[config.mk]
export PLATFORM = sky130hd
export DESIGN_NAME = cvhull_ram
export DESIGN_NICKNAME = d
export VERILOG_FILES = /design/src/rtl/core/cvhull_ram.sv
export SDC_FILE = /design/constraint.sdc
export NUM_CORES = 2
export LEC_CHECK = 0
export ABC_AREA = 0
export BUFFER_PORTS_ARGS = -buffer_cell sky130_fd_sc_hd__buf_2
export CAP_MARGIN = 20
export CORE_ASPECT_RATIO = 1.25
export CORE_MARGIN = 4
export CORE_UTILIZATION = 50
export DETAILED_ROUTE_END_ITERATION = 10
export PLACE_DENSITY_LB_ADDON = 0.3
export SLEW_MARGIN = 20
export SYNTH_ARGS = -nofsm -noshare
export SYNTH_HDL_FRONTEND = slang
export SYNTH_SLANG_ARGS = --single-unit
[constraint.sdc]
create_clock -name clk -period 4.7 [get_ports clk]
set_input_delay 0.705 -clock clk [delete_from_list [all_inputs] [get_ports clk]]
set_output_delay 0.705 -clock clk [all_outputs]
set_load 0.01 [all_outputs]
[src/rtl/core/cvhull_ram.sv]
// Generic single-clock RAM, one write port, one read port with registered data.
module cvhull_ram #(
	parameter int WIDTH = 32,
	parameter int DEPTH = 64
) (
	input  logic                     clk,
	input  logic                     we,
	input  logic [$clog2(DEPTH)-1:0] waddr,
	input  logic [WIDTH-1:0]         wdata,
	input  logic                     re,
	input  logic [$clog2(DEPTH)-1:0] raddr,
	output logic [WIDTH-1:0]         rdata
);

	logic [WIDTH-1:0] mem [DEPTH];

	always_ff @(posedge clk) begin
		if (we) begin
			mem[waddr] <= wdata;
		end
		if (re) begin
			rdata <= mem[raddr];
		end
	end

endmodule
==> metrics.md <==
| Metric | Value |
|---|---|
| Status | `completed` |
| Via count | `37300` |
| NetSw | `roughly 8100 uW` |
| Synth Flop Type | `edfxtp_1` |
| Register share of total power | `0.539` |
| Port bufs | `between 70 and 80` |
| Worst r2r path cells | `4` |
| Crit path top cell by count | `a21oi_1` |
| Die area | `between 150000 and 200000 um2` |
| Seq. cell area | `approximately 62000 um2` |
| Vias in the first global route | `around 38000` |
| Power share of the combinational group | `0.052` |
| DRC | `0` |
| Reg2Reg Launch Point | `mem[52][7]` |
| Core area | `156000 um2` |
| First-pass GRT wire length | `between 200000 and 300000 um` |
| CTS tree | `yes` |
| Critical path's top delay family | `buffers and inverters` |
| Sw frac | `0.211` |
| Routed wire per std cell | `between 30 and 40 um` |
| Sequential area share after synthesis | `0.792` |
| Power share of the clock group | `0.408` |
| Root buf cell | `clkbuf_16` |
| Pint | `around 30000 uW` |
| Post-synth EDFFs | `~2100` |
| RSZ-0062 raised after global routing | `no` |
| Final Skew | `between 30 and 40 ps` |
| Grt ovf | `0` |
| Die Y-Extent | `roughly 450 um` |
| Hold Path Cell Cnt | `1` |
| Max Slew Vio Count | `0` |
| Post-CTS Resized | `0` |
| Multi-input combinational cell area | `between 15000 and 20000 um2` |
| R2R Path End | `rdata[7]` |
| Slew headroom | `0.191` |
| CTS buffer count | `approximately 190` |
| FMAX | `312 MHz` |
| Layout cell share with drive strength beyond 1 | `0.308` |
| Post-layout min period | `roughly 3200 ps` |
| Final setup viols | `0` |
| Synth warnings | `0` |
| Die width | `between 300 and 400 um` |
| Setup TNS | `0 ps` |
| Worst skew pair latency | `between 800 and 900 ps` |
| HPWL after DPL | `116000 um` |
| DRT Pass-1 Iters | `5` |
| Reg clk slew, reported paths | `roughly 70 ps` |
| Netlist cell types | `33` |
| Synth Net Count | `between 3000 and 4000` |
| Origin of the worst min-delay path | `wdata[6]` |
| Final cycle utilization of the critical path | `0.682` |
| CTS Sinks | `~2100` |
| 1st-iter DRT viols | `5093` |
| Synth Cell Area | `around 79000 um2` |
| Number of routed nets with antenna violations | `0` |
| Synth Register Bits | `2080` |
| Top-count cell post-synth | `edfxtp_1` |
| H-tree depth | `4` |
| Filler instances | `11100` |
| Total setup buffers inserted after CTS | `0` |
| CTS Buffer Depth | `3` |
| Largest net degree at the start of global routing | `80` |
| Startpoint Class | `input pin` |
| Post-synth top area cell | `edfxtp_1` |
| I/O Pins | `between 70 and 80` |
| Placed Area | `between 80000 and 90000 um2` |
| Vias per cell | `around 6.4` |
| Flop2flop setup slack | `between 2000 and 2500 ps` |
| Final Hold Viols | `0` |
| Design Area, Final | `about 90000 um2` |
| Crit-path max FO | `37` |
| Initial antenna violation count | `16` |
| Pleak | `about 0.028 uW` |
| Area Growth Syn to Fin | `13.6%` |
| Site Rows | `162` |
| Worst Setup End Kind | `flip-flop` |
| Power Density | `427 nW/um2` |
| Cell count after synthesis | `approximately 3300` |
| Top post-synthesis cells by area | `edfxtp_1 (79%), mux4_2 (16%), mux2i_1 (1.2%)` |
| Post-synth top cells | `edfxtp_1 (2080), mux4_2 (544), nor2_1 (137), mux2i_1 (93), o22ai_1 (84)` |
| Critical path, cell by cell | `buf_8 -> buf_12 -> buf_4 -> mux4_2 -> mux2i_1 -> a21oi_1 -> a21oi_1 -> nor2_1` |
| Share of the synthesized area in the top cell type | `0.792` |
| Initial core utilization | `0.504` |
| GRT Total Usage | `0.252` |
| Ys async rst share | `0` |
| Data required, critical path | `approximately 5300 ps` |
| Hold/Removal Path Class | `input pin to flip-flop` |
| Slew @ Worst Pin | `between 1000 and 1500 ps` |
| Final net count | `roughly 3700` |
| Hold path endpoint | `mem[53][6]` |
| CP max stage delay | `680 ps` |
| Crit Path Class | `input pin to flip-flop` |
| CP bufs+invs | `3` |
| # Max-Cap Violations | `0` |
| Average cell area after synthesis | `~24 um2` |
| Worst vdd ir | `between 0.3 and 0.4 mV` |
| Critical path arrival | `approximately 3800 ps` |
| Slowest stage cell, crit path | `a21oi_1` |
| Hold buffer count at cts | `0` |
| GPL Wtd Cong | `between 0.8 and 0.9` |
| Drt total wl | `roughly 200000 um` |
-- worst max-delay path by stage --
stage | depth (start not counted) | slack, ps | end | start
after floorplan | 4 | 840 | mem[48][0] | waddr[3]
after global placement | 8 | 620 | rdata[1] | raddr[0]
after detailed placement | 8 | 630 | rdata[1] | raddr[0]
after CTS | 8 | 1530 | rdata[1] | raddr[0]
after global routing | 8 | 1340 | rdata[1] | raddr[0]
final | 8 | 1490 | rdata[1] | raddr[0]
-- logic make-up after synthesis --
group                  share of synthesized area
flip-flops                                 0.792
multiplexers                               0.167
AND/OR/NAND/NOR                           0.0126
AO/OA/AOI/OAI                             0.0167
buffers and inverters                     0.0112
-- routing by layer --
layer	global-route usage	wire length (um)	part of all wire	up-vias
met5	0	100	0.00049	-
met4	0.0837	6880	0.034	14
met3	0.0503	18600	0.091	302
met2	0.419	104000	0.51	1967
li1	-	-	-	14900
met1	0.337	74200	0.36	20100
-- layout by cell type (no fill, tap or decap), drive strengths merged, types with 27 or more instances in the layout --
master / instances
mux2i: 93
o22ai: 84
clkinv: 95
a21oi: 62
mux4: 544
o221ai: 27
nor2: 137
clkbuf: 227
edfxtp: 2080
buf: 281
-- flip-flops by register name, indices dropped and copies added, names as in the netlist --
register and count:
mem 2048, rdata 32
-- final cells by class --
class / instances / area share
flip-flops and latches: 2080 / 0.697
multi-input cells: 1062 / 0.178
clock buffers: 227 / 0.0563
well taps: 2050 / 0.0286
repair buffers: 281 / 0.0254
clock inverters: 126 / 0.0139
diodes: 8 / 0.000224
-- power groups by stage --
stage          combinational [uW]  sequential (uW)  clock, uW
3_5_place_dp                 2020            21000          0
4_1_cts                      2020            20700      15800
6_report                     2000            20700      15600
5_1_grt                      2090            20600      16600
2_1_floorplan                 999            21000          0
3_3_place_gp                 1990            21000          0
-- stage by stage --
step / utilization / worst slack (ps) / hold WS (ps) / std cells / power [uW]
after global placement: 0.533 / 622 / 861 / 5473 / 23000
after CTS: 0.573 / 1530 / 90.5 / 5826 / 38500
final: 0.573 / 1490 / 160 / 5834 / 38300
after floorplan: - / 835 / 750 / 3324 / 22000
after global routing: 0.573 / 1340 / 109 / 5826 / 39400
after detailed placement: 0.533 / 631 / 906 / 5473 / 23100
Power figures use the tool's default switching activity.
